File: src/rtl/core/gbn_pkg.sv
// Shared types and constants for the go-back-n sender.
// No dependencies; every other file in rtl/core uses it.
`default_nettype none

package gbn_pkg;

    // field widths fixed by the item format
    localparam int OP_W    = 1;
    localparam int BYTE_W  = 8;
    localparam int SEQ_W   = 6;
    localparam int WIN_W   = 4;

    // an item never yields more frames than this
    localparam int MAX_RESULTS = 8;
    localparam int CNT_W       = 4;

    localparam logic [WIN_W-1:0] WINDOW_RESET = 4'd4;

    localparam logic [OP_W-1:0] OP_LOAD = 1'b0;
    localparam logic [OP_W-1:0] OP_ACK  = 1'b1;

    typedef enum logic [1:0] {
        ST_IDLE,
        ST_PLAN,
        ST_READ,
        ST_SHOW
    } gbn_state_t;

endpackage

`default_nettype wire

File: src/rtl/core/gbn_ifs.sv
// Valid/ready channel interfaces for the go-back-n sender.
// Depends on gbn_pkg for field widths.
`default_nettype none

interface gbn_cmd_if;
    logic                          valid;
    logic                          ready;
    logic [gbn_pkg::OP_W-1:0]      operation;
    logic [gbn_pkg::BYTE_W-1:0]    data_byte;
    logic [gbn_pkg::SEQ_W-1:0]     ack_seq;
    modport source (output valid, output operation, output data_byte, output ack_seq,
                    input ready);
    modport sink   (input valid, input operation, input data_byte, input ack_seq,
                    output ready);
endinterface

interface gbn_frame_if;
    logic                          valid;
    logic                          ready;
    logic [gbn_pkg::SEQ_W-1:0]     frame_seq;
    logic [gbn_pkg::BYTE_W-1:0]    frame_data;
    logic                          is_resend;
    logic                          last;
    modport source (output valid, output frame_seq, output frame_data,
                    output is_resend, output last, input ready);
    modport sink   (input valid, input frame_seq, input frame_data,
                    input is_resend, input last, output ready);
endinterface

interface gbn_cfg_if;
    logic                          valid;
    logic                          ready;
    logic [gbn_pkg::WIN_W-1:0]     win_size;
    modport source (output valid, output win_size, input ready);
    modport sink   (input valid, input win_size, output ready);
endinterface

`default_nettype wire

File: src/rtl/core/gbn_store.sv
// Frame byte store: one write port, one read port, registered read data.
// Depends on gbn_pkg.
`default_nettype none

module gbn_store #(
    parameter int DEPTH = 64
) (
    input  wire logic                            clk,
    input  wire logic                            wr_en,
    input  wire logic [$clog2(DEPTH)-1:0]        wr_addr,
    input  wire logic [gbn_pkg::BYTE_W-1:0]      wr_data,
    input  wire logic                            rd_en,
    input  wire logic [$clog2(DEPTH)-1:0]        rd_addr,
    output      logic [gbn_pkg::BYTE_W-1:0]      rd_data
);

    logic [gbn_pkg::BYTE_W-1:0] mem [DEPTH];
    logic [gbn_pkg::BYTE_W-1:0] rd_data_reg;

    always_ff @(posedge clk)
    begin
        if (wr_en)
        begin
            mem[wr_addr] <= wr_data;
        end
    end

    always_ff @(posedge clk)
    begin
        if (rd_en)
        begin
            rd_data_reg <= mem[rd_addr];
        end
    end

    assign rd_data = rd_data_reg;

endmodule

`default_nettype wire

File: src/rtl/core/gbn_run_calc.sv
// Run length of one item: resends from the base plus new frames that fit
// the window, capped at the per-item maximum. Depends on gbn_pkg.
`default_nettype none

module gbn_run_calc #(
    parameter int IDX_W      = 7,
    parameter int MAX_WINDOW = 8
) (
    input  wire logic [IDX_W-1:0]             base,
    input  wire logic [IDX_W-1:0]             next_idx,
    input  wire logic [IDX_W-1:0]             loaded,
    input  wire logic [gbn_pkg::WIN_W-1:0]    win_size,
    input  wire logic                         with_resend,
    output      logic [gbn_pkg::CNT_W-1:0]    count
);

    localparam int WCAP = (MAX_WINDOW < gbn_pkg::MAX_RESULTS) ?
                          MAX_WINDOW : gbn_pkg::MAX_RESULTS;
    localparam logic [gbn_pkg::WIN_W-1:0] WCAP_V = gbn_pkg::WIN_W'(WCAP);
    localparam logic [IDX_W:0]            MAXR_W = (IDX_W+1)'(gbn_pkg::MAX_RESULTS);

    logic [gbn_pkg::WIN_W-1:0] win_eff;
    logic [IDX_W:0]            limit;
    logic [IDX_W:0]            hi;
    logic [IDX_W:0]            n_new;
    logic [IDX_W:0]            n_res;
    logic [4:0]                new_c;
    logic [4:0]                res_c;
    logic [4:0]                total;

    always_comb
    begin
        // zero acts as one, large values saturate
        if (win_size == '0)
            win_eff = gbn_pkg::WIN_W'(1);
        else if (win_size > WCAP_V)
            win_eff = WCAP_V;
        else
            win_eff = win_size;

        limit = {1'b0, base} + (IDX_W+1)'(win_eff);
        hi    = (limit < {1'b0, loaded}) ? limit : {1'b0, loaded};
        n_new = (hi > {1'b0, next_idx}) ? (hi - {1'b0, next_idx}) : '0;
        n_res = with_resend ? ({1'b0, next_idx} - {1'b0, base}) : '0;

        new_c = (n_new > MAXR_W) ? 5'(gbn_pkg::MAX_RESULTS) : 5'(n_new);
        res_c = (n_res > MAXR_W) ? 5'(gbn_pkg::MAX_RESULTS) : 5'(n_res);
        total = res_c + new_c;
        if (total > 5'(gbn_pkg::MAX_RESULTS))
            total = 5'(gbn_pkg::MAX_RESULTS);
        count = total[gbn_pkg::CNT_W-1:0];
    end

endmodule

`default_nettype wire

File: src/rtl/core/go_back_n_sender.sv
// Go-back-n sender. A load item appends a byte to the frame store and sends
// it when the window has room; an ack item slides the window base past the
// acked frame (if it is outstanding), resends every outstanding frame from the
// base and then sends stored frames until the window is full, at most eight
// frames per item. The item is taken in ST_IDLE, the run length is worked out
// in ST_PLAN, then each frame is read from the store (ST_READ) and presented
// (ST_SHOW), waiting there on frame.ready. A load into a full store is dropped
// in ST_IDLE; any other item with no frames returns to ST_IDLE from ST_PLAN.
// cmd.ready is low for the whole run, and the store read port is the pacing
// unit. The store has no clearing pass: only entries already loaded are ever
// read.
// Depends on gbn_pkg, gbn_ifs, gbn_store and gbn_run_calc.
`default_nettype none

module go_back_n_sender #(
    parameter int STORE_DEPTH = 64,
    parameter int MAX_WINDOW  = 8
) (
    input  wire logic        clk,
    input  wire logic        rst_n,
    gbn_cmd_if.sink          cmd,
    gbn_frame_if.source      frame,
    gbn_cfg_if.sink          cfg
);

    // index counters must hold STORE_DEPTH itself
    localparam int IDX_W  = $clog2(STORE_DEPTH + 1);
    localparam int ADDR_W = $clog2(STORE_DEPTH);
    localparam int WIDE_W = (IDX_W > gbn_pkg::SEQ_W) ? IDX_W : gbn_pkg::SEQ_W;
    localparam logic [IDX_W-1:0] DEPTH_V = IDX_W'(STORE_DEPTH);

    gbn_pkg::gbn_state_t state_reg, state_next;

    logic [IDX_W-1:0]          base_reg,   base_next;    // oldest unacked
    logic [IDX_W-1:0]          next_reg,   next_next;    // next never sent
    logic [IDX_W-1:0]          loaded_reg, loaded_next;  // bytes stored
    logic [IDX_W-1:0]          cur_reg,    cur_next;     // frame being sent
    logic [gbn_pkg::CNT_W-1:0] remain_reg, remain_next;  // frames left in run
    logic                      resend_reg, resend_next;
    logic                      ack_reg,    ack_next;     // run starts with resends
    logic [gbn_pkg::WIN_W-1:0] win_reg,    win_next;

    logic                      cmd_fire;
    logic                      frame_fire;
    logic                      wr_en;
    logic                      rd_en;
    logic [gbn_pkg::CNT_W-1:0] run_count;
    logic [WIDE_W-1:0]         ack_wide;
    logic [WIDE_W-1:0]         base_wide;
    logic [WIDE_W-1:0]         next_wide;
    logic [WIDE_W-1:0]         ack_plus;
    logic [WIDE_W-1:0]         cur_wide;
    logic                      ack_hit;
    logic                      store_full;

    assign cmd_fire   = cmd.valid && cmd.ready;
    assign frame_fire = frame.valid && frame.ready;
    assign cfg.ready  = 1'b1;

    assign ack_wide   = WIDE_W'(cmd.ack_seq);
    assign base_wide  = WIDE_W'(base_reg);
    assign next_wide  = WIDE_W'(next_reg);
    assign ack_plus   = ack_wide + WIDE_W'(1);
    assign ack_hit    = (ack_wide >= base_wide) && (ack_wide < next_wide);
    assign store_full = (loaded_reg >= DEPTH_V);
    assign cur_wide   = WIDE_W'(cur_reg);

    gbn_store #(
        .DEPTH (STORE_DEPTH)
    ) u_store (
        .clk     (clk),
        .wr_en   (wr_en),
        .wr_addr (loaded_reg[ADDR_W-1:0]),
        .wr_data (cmd.data_byte),
        .rd_en   (rd_en),
        .rd_addr (cur_reg[ADDR_W-1:0]),
        .rd_data (frame.frame_data)
    );

    gbn_run_calc #(
        .IDX_W      (IDX_W),
        .MAX_WINDOW (MAX_WINDOW)
    ) u_run_calc (
        .base        (base_reg),
        .next_idx    (next_reg),
        .loaded      (loaded_reg),
        .win_size    (win_reg),
        .with_resend (ack_reg),
        .count       (run_count)
    );

    // next state
    always_comb
    begin
        state_next = state_reg;
        case (state_reg)
            gbn_pkg::ST_IDLE:
            begin
                if (cmd_fire)
                begin
                    // a load into a full store is dropped outright
                    if (cmd.operation == gbn_pkg::OP_LOAD && store_full)
                        state_next = gbn_pkg::ST_IDLE;
                    else
                        state_next = gbn_pkg::ST_PLAN;
                end
            end
            gbn_pkg::ST_PLAN:
            begin
                if (run_count == '0)
                    state_next = gbn_pkg::ST_IDLE;
                else
                    state_next = gbn_pkg::ST_READ;
            end
            gbn_pkg::ST_READ:
            begin
                state_next = gbn_pkg::ST_SHOW;
            end
            gbn_pkg::ST_SHOW:
            begin
                if (frame_fire)
                begin
                    if (remain_reg == gbn_pkg::CNT_W'(1))
                        state_next = gbn_pkg::ST_IDLE;
                    else
                        state_next = gbn_pkg::ST_READ;
                end
            end
            default:
            begin
                state_next = gbn_pkg::ST_IDLE;
            end
        endcase
    end

    // outputs and datapath
    always_comb
    begin
        base_next   = base_reg;
        next_next   = next_reg;
        loaded_next = loaded_reg;
        cur_next    = cur_reg;
        remain_next = remain_reg;
        resend_next = resend_reg;
        ack_next    = ack_reg;
        win_next    = win_reg;
        wr_en       = 1'b0;
        rd_en       = 1'b0;
        cmd.ready   = 1'b0;
        frame.valid = 1'b0;

        if (cfg.valid)
            win_next = cfg.win_size;

        case (state_reg)
            gbn_pkg::ST_IDLE:
            begin
                cmd.ready = 1'b1;
                if (cmd_fire)
                begin
                    if (cmd.operation == gbn_pkg::OP_LOAD)
                    begin
                        ack_next = 1'b0;
                        cur_next = next_reg;
                        if (!store_full)
                        begin
                            wr_en       = 1'b1;
                            loaded_next = loaded_reg + IDX_W'(1);
                        end
                    end
                    else
                    begin
                        // run always starts at the (possibly advanced) base
                        ack_next = 1'b1;
                        if (ack_hit)
                        begin
                            base_next = IDX_W'(ack_plus);
                            cur_next  = IDX_W'(ack_plus);
                        end
                        else
                        begin
                            cur_next = base_reg;
                        end
                    end
                end
            end
            gbn_pkg::ST_PLAN:
            begin
                remain_next = run_count;
            end
            gbn_pkg::ST_READ:
            begin
                rd_en       = 1'b1;
                // indexes below next_reg have gone out before
                resend_next = (cur_reg < next_reg);
            end
            gbn_pkg::ST_SHOW:
            begin
                frame.valid = 1'b1;
                if (frame_fire)
                begin
                    cur_next    = cur_reg + IDX_W'(1);
                    remain_next = remain_reg - gbn_pkg::CNT_W'(1);
                    if (!resend_reg)
                        next_next = next_reg + IDX_W'(1);
                end
            end
            default:
            begin
                cmd.ready = 1'b0;
            end
        endcase
    end

    assign frame.frame_seq = cur_wide[gbn_pkg::SEQ_W-1:0];
    assign frame.is_resend = resend_reg;
    assign frame.last      = (remain_reg == gbn_pkg::CNT_W'(1));

    always_ff @(posedge clk or negedge rst_n)
    begin
        if (!rst_n)
        begin
            state_reg  <= gbn_pkg::ST_IDLE;
            base_reg   <= '0;
            next_reg   <= '0;
            loaded_reg <= '0;
            cur_reg    <= '0;
            remain_reg <= '0;
            resend_reg <= 1'b0;
            ack_reg    <= 1'b0;
            win_reg    <= gbn_pkg::WINDOW_RESET;
        end
        else
        begin
            state_reg  <= state_next;
            base_reg   <= base_next;
            next_reg   <= next_next;
            loaded_reg <= loaded_next;
            cur_reg    <= cur_next;
            remain_reg <= remain_next;
            resend_reg <= resend_next;
            ack_reg    <= ack_next;
            win_reg    <= win_next;
        end
    end

    // pointer ordering: base <= next <= loaded
    a_ptr_order: assert property (@(posedge clk) disable iff (!rst_n)
        (base_reg <= next_reg) && (next_reg <= loaded_reg))
        else $error("window pointers out of order");

    // a frame on the port always belongs to a run with frames left
    a_run_live: assert property (@(posedge clk) disable iff (!rst_n)
        frame.valid |-> (remain_reg != '0))
        else $error("frame shown with empty run");

    // the final frame taken hands control back to the input side
    a_last_ends: assert property (@(posedge clk) disable iff (!rst_n)
        (frame_fire && frame.last) |=> cmd.ready)
        else $error("run did not end after last frame");

    // new frames go out only up to what has been stored
    a_new_stored: assert property (@(posedge clk) disable iff (!rst_n)
        (frame.valid && !frame.is_resend) |-> (cur_reg < loaded_reg))
        else $error("new frame beyond stored data");

endmodule

`default_nettype wire
File: src/flat_wrapper.sv
// flat-port wrapper written by rule: the top's interface ports become plain ports
module go_back_n_sender_flat 
#(
    parameter int STORE_DEPTH = 64,
    parameter int MAX_WINDOW  = 8
)
  (clk, rst_n, cmd_valid, cmd_operation, cmd_data_byte, cmd_ack_seq, cmd_ready, frame_valid, frame_frame_seq, frame_frame_data, frame_is_resend, frame_last, frame_ready, cfg_valid, cfg_win_size, cfg_ready);
  gbn_cmd_if cmd_i ();
  gbn_frame_if frame_i ();
  gbn_cfg_if cfg_i ();
  input  wire logic clk;
  input  wire logic rst_n;
  input wire logic [$bits(cmd_i.valid)-1:0] cmd_valid;
  input wire logic [$bits(cmd_i.operation)-1:0] cmd_operation;
  input wire logic [$bits(cmd_i.data_byte)-1:0] cmd_data_byte;
  input wire logic [$bits(cmd_i.ack_seq)-1:0] cmd_ack_seq;
  output wire logic [$bits(cmd_i.ready)-1:0] cmd_ready;
  output wire logic [$bits(frame_i.valid)-1:0] frame_valid;
  output wire logic [$bits(frame_i.frame_seq)-1:0] frame_frame_seq;
  output wire logic [$bits(frame_i.frame_data)-1:0] frame_frame_data;
  output wire logic [$bits(frame_i.is_resend)-1:0] frame_is_resend;
  output wire logic [$bits(frame_i.last)-1:0] frame_last;
  input wire logic [$bits(frame_i.ready)-1:0] frame_ready;
  input wire logic [$bits(cfg_i.valid)-1:0] cfg_valid;
  input wire logic [$bits(cfg_i.win_size)-1:0] cfg_win_size;
  output wire logic [$bits(cfg_i.ready)-1:0] cfg_ready;
  assign cmd_i.valid = cmd_valid;
  assign cmd_i.operation = cmd_operation;
  assign cmd_i.data_byte = cmd_data_byte;
  assign cmd_i.ack_seq = cmd_ack_seq;
  assign cmd_ready = cmd_i.ready;
  assign frame_valid = frame_i.valid;
  assign frame_frame_seq = frame_i.frame_seq;
  assign frame_frame_data = frame_i.frame_data;
  assign frame_is_resend = frame_i.is_resend;
  assign frame_last = frame_i.last;
  assign frame_i.ready = frame_ready;
  assign cfg_i.valid = cfg_valid;
  assign cfg_i.win_size = cfg_win_size;
  assign cfg_ready = cfg_i.ready;
  go_back_n_sender #(.STORE_DEPTH(STORE_DEPTH), .MAX_WINDOW(MAX_WINDOW)) u_core (.clk(clk), .rst_n(rst_n), .cmd(cmd_i), .frame(frame_i), .cfg(cfg_i));
endmodule
File: config.mk
export PLATFORM = sky130hd
export DESIGN_NAME = go_back_n_sender_flat
export DESIGN_NICKNAME = d
export VERILOG_FILES = /design/src/rtl/core/gbn_pkg.sv /design/src/rtl/core/gbn_ifs.sv /design/src/rtl/core/gbn_store.sv /design/src/rtl/core/gbn_run_calc.sv /design/src/rtl/core/go_back_n_sender.sv /design/src/flat_wrapper.sv
export SDC_FILE = /design/constraint.sdc
export NUM_CORES = 1
export LEC_CHECK = 0
export BUFFER_PORTS_ARGS = -buffer_cell sky130_fd_sc_hd__buf_2
export CORE_UTILIZATION = 30
export CTS_CLUSTER_DIAMETER = 80
export DETAILED_ROUTE_END_ITERATION = 10
export GPL_TIMING_DRIVEN = 0
export PLACE_DENSITY_LB_ADDON = 0.1
export SLEW_MARGIN = 25
export SYNTH_ARGS = -nofsm -noshare
export SYNTH_HDL_FRONTEND = slang
export SYNTH_HIERARCHICAL = 1
export SYNTH_SLANG_ARGS = --single-unit
File: constraint.sdc
create_clock -name clk -period 18.3 [get_ports clk]
set_input_delay 3.66 -clock clk [delete_from_list [all_inputs] [get_ports clk]]
set_output_delay 3.66 -clock clk [all_outputs]
set_load 0.01 [all_outputs]
==> results of run 1 <==
-- where the power goes --
| group | total (mW) | internal, mW | switching [mW] |
|---|---|---|---|
| logic | 1.40 | 0.574 | 0.830 |
| registers | 1.53 | 1.45 | 0.0791 |
| clock network | 1.24 | 0.711 | 0.529 |
| total | 4.17 | 2.73 | 1.44 |
-- worst paths after layout --
check / startpoint / to / slack [ns] / depth (start not counted)
hold reg to reg: u_core/win_reg[0] / u_core/win_reg[0] / 0.52 / 1
max in group asynchronous: rst_n / u_core/loaded_reg[5] / 14.82 / 1
setup reg to reg: u_core/win_reg[2] / u_core/state_reg[1] / 10.45 / 37
hold / removal: u_core/win_reg[0] / u_core/win_reg[0] / 0.52 / 1
min in group asynchronous: rst_n / u_core/ack_reg / 3.06 / 1
setup / recovery: u_core/win_reg[2] / u_core/state_reg[1] / 10.45 / 37
-- final cells by class --
class / instances / area, um2
Sequential cell: 560 / 16620
Timing Repair Buffer: 43 / 250.2
Antenna cell: 1 / 2.502
Multi-Input combinational cell: 721 / 6937
Buffer: 65 / 401.6
Clock buffer: 80 / 1704
Tap cell: 1050 / 1314
Clock inverter: 39 / 309.0
Inverter: 52 / 195.2
Fill cell: 7555 / 51530
-- logic make-up (layout without fill, tap and decap cells) --
family,count (synthesis),after routing,synth area share
AOI/OAI and AO/OA,166,166,0.04676
xor gates and xnor gates,24,24,0.008709
adders and majority gates,56,56,0.03027
buffers and inverters,117,279,0.02462
DFF,560,560,0.6885
muxes,184,184,0.1430
other,1,2,0.0001554
and+or+nand+nor,290,290,0.05796
-- per-layer routing --
| metal | GRT usage | vias up |
|---|---|---|
| met3 | 0.02679 | 98 |
| li1 | - | 5788 |
| met5 | 0 | - |
| met1 | 0.2381 | 7033 |
| met4 | 0.04853 | 0 |
| met2 | 0.2768 | 330 |
-- synthesized netlist by cell type (6+ instances only) --
master / instances / share of area
nand2_1: 50 / 0.0078
xor2_1: 6 / 0.0022
a21o_1: 15 / 0.0047
o22ai_1: 15 / 0.0039
mux2i_1: 34 / 0.014
nor2_1: 109 / 0.017
a211oi_1: 9 / 0.0028
xnor2_1: 18 / 0.0065
nand2b_1: 20 / 0.0052
nand4_1: 9 / 0.0023
o21ai_0: 27 / 0.0056
buf_2: 14 / 0.0029
mux4_2: 126 / 0.12
inv_1: 52 / 0.0081
ha_1: 52 / 0.027
nand3_1: 31 / 0.0064
nor2b_1: 21 / 0.0054
nor3_1: 15 / 0.0031
dfrtp_1: 39 / 0.040
a221oi_1: 10 / 0.0036
buf_4: 20 / 0.0062
o221ai_1: 8 / 0.0029
edfxtp_1: 520 / 0.65
clkbuf_1: 21 / 0.0033
mux2_2: 23 / 0.011
a21oi_1: 34 / 0.0071
-- through the flow --
step                      cells  area (um2)  setup slack [ns]  hold slack [ns]  utilization
after detailed placement   2491       25710             10.45           0.5191       0.3244
after global placement     2489       25650             10.47           0.5086       0.3237
after global routing       2610       27730             9.695           0.5544       0.3498
after floorplan            1398       24140             11.61           0.4813            -
final                      2611       27730             10.45           0.5240       0.3499
after CTS                  2610       27720             10.41           0.5297       0.3498
==> metrics.md, run 1 <==
| Metric | Value |
|---|---|
| Outcome | finished, final reports clean |
| Most frequent cells in the layout | edfxtp_1 (520), mux4_2 (126), nor2_1 (108) |
| EDFF count, synth | 520 |
| Slew at the pin closest to its max-slew limit | 1.069 ns |
| Worst path arrival time | 8.30 ns |
| Routed via count | 13249 |
| Pin count of the biggest net entering global routing | 65 |
| GP Congestion | 0.8607 |
| Total Power | 4.173 mW |
| Most frequent CP cell | nor2_1 |
| Post-DRT Antenna Nets | 0 |
| Yosys warns | 6 |
| Final Setup Violations | 0 |
| Die width | 285.6 um |
| GR Overflow Total | 0 |
| Final hold viol count | 0 |
| Final layout net count | 1589 |
| CP required | 18.75 ns |
| Hold_buf cts | 0 |
| Hold WC Path Type | reg2reg |
| Top FF cell, synth | edfxtp_1 |
| CTS tree | yes |
| CTS buffer count | 66 |
| Starting Density | 0.3045 |
| Mapped Area | 0.02414 mm2 |
| Vias in the first global route | 13589 |
| Most common cell after layout, fill and taps aside | edfxtp_1 |
| Peak Freq | 0.1274 GHz |
| DR top layer | met4 |
| CP max-delay cell | dfstp_2 |
| Yosys cell types | 74 |
| Crit path time final | 7.851 ns |
| Gr usage total | 0.1711 |
| Vias/cell | 5.074 |
| Site Rows | 103 |
| Met3 WL post-DR | 3.205 mm |
| Final slew viol count | 0 |
| Power density cells | 150.5 mW/mm2 |
| Max FFs per register | 512 |
| Crit-path leading delay family | simple AND/OR/NAND/NOR gates |
| Die height | 285.6 um |
| Share of post-route cells with drive strength above 1 | 0.2205 |
| Root Driver | clkbuf_16 |
| Net Count, Synth | 1478 |
| Drt pass-1 iters | 5 |
| RSZ-0062 raised after global routing | false |
| Maxcap violations | 0 |
| Synth Register Bits | 560 |
| Leakage | 9.246 nW |
| Initial DRC count | 1160 |
| Clock Path Buffers | 3 |
| Avg Cell Area, Syn | 17.26 um2 |
| Max stage delay on crit path | 0.54 ns |
| Post-route DRC | 0 |
| Crit-path max FO | 6 |
| Asr flop ratio synth | 0.07143 |
| Post-CTS Setup Bufs | 0 |
| I/O Pins | 43 |
| Drt total wl | 68.83 mm |
| Crit path capture type | flip-flop |
| CTS HTree Levels | 3 |
| Mapped Cells | 1398 |
| WL met1 | 31.50 mm |
| Port buffer count | 41 |
| Crit path buf inv count | 3 |
| Met2 WL | 32.67 mm |
| Hpwl dp | 45.37 mm |
| Wire length per cell | 26.36 um |
| TNS Setup | 0 ns |
| P&R area growth vs syn | 14.89% |
| CORE AREA | 0.07926 mm2 |
| Clock-pin slew on the worst setup and hold paths | 0.05 ns |
| Antenna violations before repair | 1 |
| Startpoint Class | flip-flop |
| Total die area | 0.08159 mm2 |
| CTS Sinks | 560 |
| Clock Skew | 0.03190 ns |
| Clk_lat worst skew | 0.61 ns |
| Max VDD drop | 67.97 uV |
| First-pass GRT wire length | 99.55 mm |
| Sequential element share of the synthesized area | 0.6885 |
| Crit share post-route | 0.4290 |
| Setup CP Type | reg2reg |
| Post-CTS Resized | 0 |
| Slew headroom | 0.2846 |
Power figures use the tool's default switching activity.
==> run 2, diff against run 1 <==
clock period = 7.24 ns   (was 18.3 ns; I/O delays follow)
==> metrics.md, run 2 (synthesized netlist as in run 1, its figures left out) <==
| Metric | Value |
|---|---|
| GR Overflow Total | 0 |
| Hold_buf cts | 0 |
| Drt total wl | 69.07 mm |
| Wire length per cell | 26.37 um |
| Slew headroom | 0.3046 |
| Sequential share of power | 0.362 |
| Crit-path max FO | 7 |
| GP Congestion | 0.8607 |
| Power density cells | 381.5 mW/mm2 |
| Startpoint Class | flip-flop |
| Vias/cell | 5.053 |
| Setup CP Type | reg2reg |
| CP max-delay cell | or4_4 |
| CTS HTree Levels | 3 |
| Initial DRC count | 1123 |
| Share of post-route cells with drive strength above 1 | 0.2403 |
| Placed Cells | 2491 |
| Hold WC Path Type | reg2reg |
| Final hold viol count | 0 |
| Most frequent CP cell | nor2_1 |
| Max VDD drop | 172.3 uV |
| Post-route DRC | 0 |
| Starting Density | 0.3045 |
| Antenna Cells | 0 |
| Drt pass-1 iters | 6 |
| Slew at the pin closest to its max-slew limit | 1.039 ns |
| Max stage delay on crit path | 0.55 ns |
| Clock Path Buffers | 3 |
| Crit path time final | 7.044 ns |
| Most common cell after layout, fill and taps aside | edfxtp_1 |
| Most frequent cells in the layout | edfxtp_1 (520), mux4_2 (126), nor2_1 (104) |
| I/O Pins | 43 |
| Post-route insts no fill | 2619 |
| Die width | 285.6 um |
| Clk network pwr share | 0.294 |
| CTS tree | yes |
| Clock Skew | 0.02987 ns |
| Sw frac | 0.3447 |
| Crit path capture type | flip-flop |
| CORE AREA | 0.07926 mm2 |
| TNS Setup | 0 ns |
| Comb pwr share | 0.343 |
| Vias in the first global route | 13601 |
| Switching Power | 3.674 mW |
| Post-DRT Antenna Nets | 0 |
| Total die area | 0.08159 mm2 |
| Hpwl dp | 45.37 mm |
| Worst path arrival time | 7.49 ns |
| Root Driver | clkbuf_16 |
| Outcome | finished, final reports clean |
| Site Rows | 103 |
| Final Setup Violations | 0 |
| Gr usage total | 0.1712 |
| Maxcap violations | 0 |
| Routed via count | 13235 |
| CTS buffer count | 66 |
| CTS Sinks | 560 |
| Final layout net count | 1598 |
| Crit share post-route | 0.9729 |
| P&R area growth vs syn | 15.74% |
| Pin count of the biggest net entering global routing | 65 |
| Max FFs per register | 512 |
| CP required | 7.69 ns |
| RSZ-0062 raised after global routing | true |
| Die height | 285.6 um |
| Final slew viol count | 0 |
| First-pass GRT wire length | 99.57 mm |
| Leakage | 9.306 nW |
| Clk_lat worst skew | 0.61 ns |
| Port buffer count | 41 |
| Internal | 6.984 mW |
| Peak Freq | 0.1420 GHz |
| Clock-pin slew on the worst setup and hold paths | 0.05 ns |
| Antenna violations before repair | 1 |
-- run 2: changes by cell type in the layout (fill, tap and decap cells not counted), sizes merged --
cell / delta
buf: +9
diode: -1
-- run 2: worst max-delay path, delay by kind of cell (launching register included) --
family	cells	cell delay, ns
adder cells (fa/ha/maj)	5	1.54
AO/OA/AOI/OAI	9	1.48
buffers and inverters	2	0.21
AND/OR/NAND/NOR	15	2.89
multiplexers	1	0.28
flip-flops	1	0.39
XOR/XNOR	1	0.16
-- run 2: metrics by stage --
stage / setup slack (ns) / utilization / instance area [um2] / hold slack, ns / power, mW
CTS: 0.009414 / 0.3506 / 27790 / 0.5297 / 10.74
global placement: -0.5913 / 0.3237 / 25650 / 0.5086 / 7.505
detailed placement: -0.6121 / 0.3244 / 25710 / 0.5191 / 7.522
finish: 0.1964 / 0.3525 / 27940 / 0.5222 / 10.66
floorplan: 0.5540 / - / 24140 / 0.4813 / 6.125
global route: -0.2667 / 0.3525 / 27940 / 0.5560 / 11.15
-- run 2: path summary, 6_finish.rpt --
kind,start,endpoint,slack [ns],depth (start not counted)
max,u_core/win_reg[1],u_core/state_reg[1],0.20,33
min,u_core/win_reg[0],u_core/win_reg[0],0.52,1
max reg2reg,u_core/win_reg[1],u_core/state_reg[1],0.20,33
min reg2reg,u_core/win_reg[0],u_core/win_reg[0],0.52,1
max in group asynchronous,rst_n,u_core/loaded_reg[5],5.98,1
min in group asynchronous,rst_n,u_core/ack_reg,0.85,1
-- run 2: layer usage --
metal	vias to the layer above	part of all wire	track usage
met5	-	0	0
met4	0	0.020	0.04853
met3	101	0.049	0.02679
met2	331	0.48	0.2769
met1	7002	0.45	0.2382
li1	5801	-	-
-- run 2: repair_timing --
action                                  in CTS  in global routing
gates resized for setup                     13                 23
endpoints found under the setup margin       4                  4
cloned                                       0                  0
pin swaps                                    7                 24
setup buffers                                2                  7
-- run 2: layout make-up --
| cell class | count | area, um2 |
|---|---|---|
| Clock buffer | 80 | 1704 |
| Buffer | 65 | 401.6 |
| Sequential cell | 560 | 16620 |
| Tap cell | 1050 | 1314 |
| Multi-Input combinational cell | 721 | 7077 |
| Clock inverter | 39 | 309.0 |
| Timing Repair Buffer | 52 | 317.8 |
| Inverter | 52 | 195.2 |
| Fill cell | 7535 | 51320 |
-- run 2: power groups by stage --
| stage | sequential [mW] | combinational (mW) | clock, mW |
|---|---|---|---|
| 2_1_floorplan | 3.84 | 2.28 | 0 |
| 3_5_place_dp | 3.94 | 3.59 | 0 |
| 3_3_place_gp | 3.94 | 3.57 | 0 |
| 4_1_cts | 3.87 | 3.63 | 3.24 |
| 5_1_grt | 3.88 | 3.92 | 3.35 |
| 6_report | 3.86 | 3.66 | 3.14 |
==> run 3, diff against run 2 <==
MAX_ROUTING_LAYER = met4   (was default)
==> metrics.md, run 3 (synthesized netlist as in run 1, its figures left out) <==
| Metric | Value |
|---|---|
| Clock Skew | 0.02841 ns |
| Clock Path Buffers | 3 |
| Clk network pwr share | 0.294 |
| Port buffer count | 41 |
| Final layout net count | 1598 |
| CTS tree | yes |
| P&R area growth vs syn | 15.74% |
| Post-route DRC | 0 |
| Total Power | 10.66 mW |
| Fin area | 0.02794 mm2 |
| R2R depth | 32 |
| Switching Power | 3.677 mW |
| HP Start | u_core/win_reg[0] |
| Slew headroom | 0.2927 |
| CTS buffer count | 66 |
| Site Rows | 103 |
| Final Setup Violations | 0 |
| Max VDD drop | 170.6 uV |
| Worst path arrival time | 7.53 ns |
| Slew at the pin closest to its max-slew limit | 1.057 ns |
| Worst hold path depth | 1 |
| First-pass GRT wire length | 99.70 mm |
| Internal | 6.984 mW |
| GP Congestion | 0.8745 |
| Root Driver | clkbuf_16 |
| CTS Sinks | 560 |
| Die height | 285.6 um |
| Crit path capture type | flip-flop |
| Initial DRC count | 1160 |
| Vias in the first global route | 13584 |
| I/O Pins | 43 |
| Gr usage total | 0.1766 |
| Register area | 0.01662 mm2 |
| Placed inst area | 0.02571 mm2 |
| Die width | 285.6 um |
| CP max-delay cell | a2111oi_1 |
| Hpwl dp | 45.37 mm |
| Most common cell after layout, fill and taps aside | edfxtp_1 |
| Crit path time final | 7.080 ns |
| Hold WC Path Type | reg2reg |
| Pin count of the biggest net entering global routing | 65 |
| Most frequent cells in the layout | edfxtp_1 (520), mux4_2 (126), nor2_1 (104) |
| CTS HTree Levels | 3 |
| Power density cells | 381.6 mW/mm2 |
| Max FFs per register | 512 |
| Setup CP Type | reg2reg |
| WHS | 0.5210 ns |
| Post-DRT Antenna Nets | 0 |
| Sequential share of power | 0.362 |
| Area of the multi-input gates | 0.007077 mm2 |
| Routed via count | 13274 |
| Sw frac | 0.3449 |
| Vias/cell | 5.068 |
| Peak Freq | 0.1412 GHz |
| FF-to-FF Start | u_core/win_reg[1] |
| Drt total wl | 69.05 mm |
| Share of post-route cells with drive strength above 1 | 0.2403 |
| Wire length per cell | 26.37 um |
| Outcome | finished, final reports clean |
| Clock-pin slew on the worst setup and hold paths | 0.05 ns |
| Starting Density | 0.3045 |
| Antenna violations before repair | 1 |
| Max stage delay on crit path | 0.62 ns |
| Final hold viol count | 0 |
| Startpoint Class | flip-flop |
| CORE AREA | 0.07926 mm2 |
| Antenna Cells | 0 |
| Clk_lat worst skew | 0.61 ns |
| GR Overflow Total | 0 |
| Maxcap violations | 0 |
| Comb pwr share | 0.344 |
| Fill count | 7535 |
| Total die area | 0.08159 mm2 |
| RSZ-0062 raised after global routing | true |
| Hold_buf cts | 0 |
| Leakage | 9.306 nW |
| Crit-path max FO | 7 |
| Worst Setup SP | u_core/win_reg[1] |
| CP required | 7.69 ns |
| Final slew viol count | 0 |
| Drt pass-1 iters | 5 |
| Crit share post-route | 0.9779 |
[run 3: timing repair]
action / CTS / global route
pin swaps: 7 / 24
setup buffers: 2 / 7
resized for setup: 13 / 23
endpoints found under the setup margin: 4 / 4
[run 3: per-layer routing]
metal | up-vias | GRT usage | part of all wire
li1 | 5809 | - | -
met1 | 7050 | 0.2395 | 0.46
met2 | 327 | 0.2769 | 0.48
met3 | 88 | 0.02528 | 0.043
met4 | 0 | 0.04866 | 0.019
met5 | - | - | 0
[run 3: path summary, 6_finish.rpt]
path                                         to  slack [ns]
max reg2reg                 u_core/state_reg[1]        0.16
max in group asynchronous  u_core/loaded_reg[5]        5.99
min in group asynchronous     u_core/win_reg[1]        0.85
max                         u_core/state_reg[1]        0.16
min                           u_core/win_reg[0]        0.52
min reg2reg                   u_core/win_reg[0]        0.52
[run 3: cell type report]
type,instances,share of cell area
Inverter,52,0.006987
Buffer,65,0.01438
Tap cell,1050,0.04703
Timing Repair Buffer,52,0.01138
Clock buffer,80,0.06100
Clock inverter,39,0.01106
Multi-Input combinational cell,721,0.2533
Sequential cell,560,0.5948
[run 3: worst max-delay path, delay by kind of cell, from the launching register on]
family	cells	cell delay, ns
xor+xnor	1	0.16
mux	1	0.28
compound gates	13	2.54
fa+ha+maj	5	1.54
buf+inv	2	0.20
simple gates	10	1.82
flops	1	0.39
[run 3: power by group through the flow]
stage	Combinational (mW)	Sequential, mW	Clock (mW)
3_3_place_gp	3.57	3.94	0
3_5_place_dp	3.59	3.94	0
5_1_grt	3.92	3.88	3.35
6_report	3.67	3.86	3.13
4_1_cts	3.63	3.87	3.24
2_1_floorplan	2.28	3.84	0
[run 3: per-stage QoR]
step	instances	TNS, ns	util	setup WS, ns
floorplan	1398	0	-	0.5540
global placement	2489	-1.566	0.3237	-0.5913
detailed placement	2491	-1.694	0.3244	-0.6121
CTS	2612	0	0.3506	0.009414
global route	2619	-0.3511	0.3525	-0.2557
finish	2619	0	0.3525	0.1603
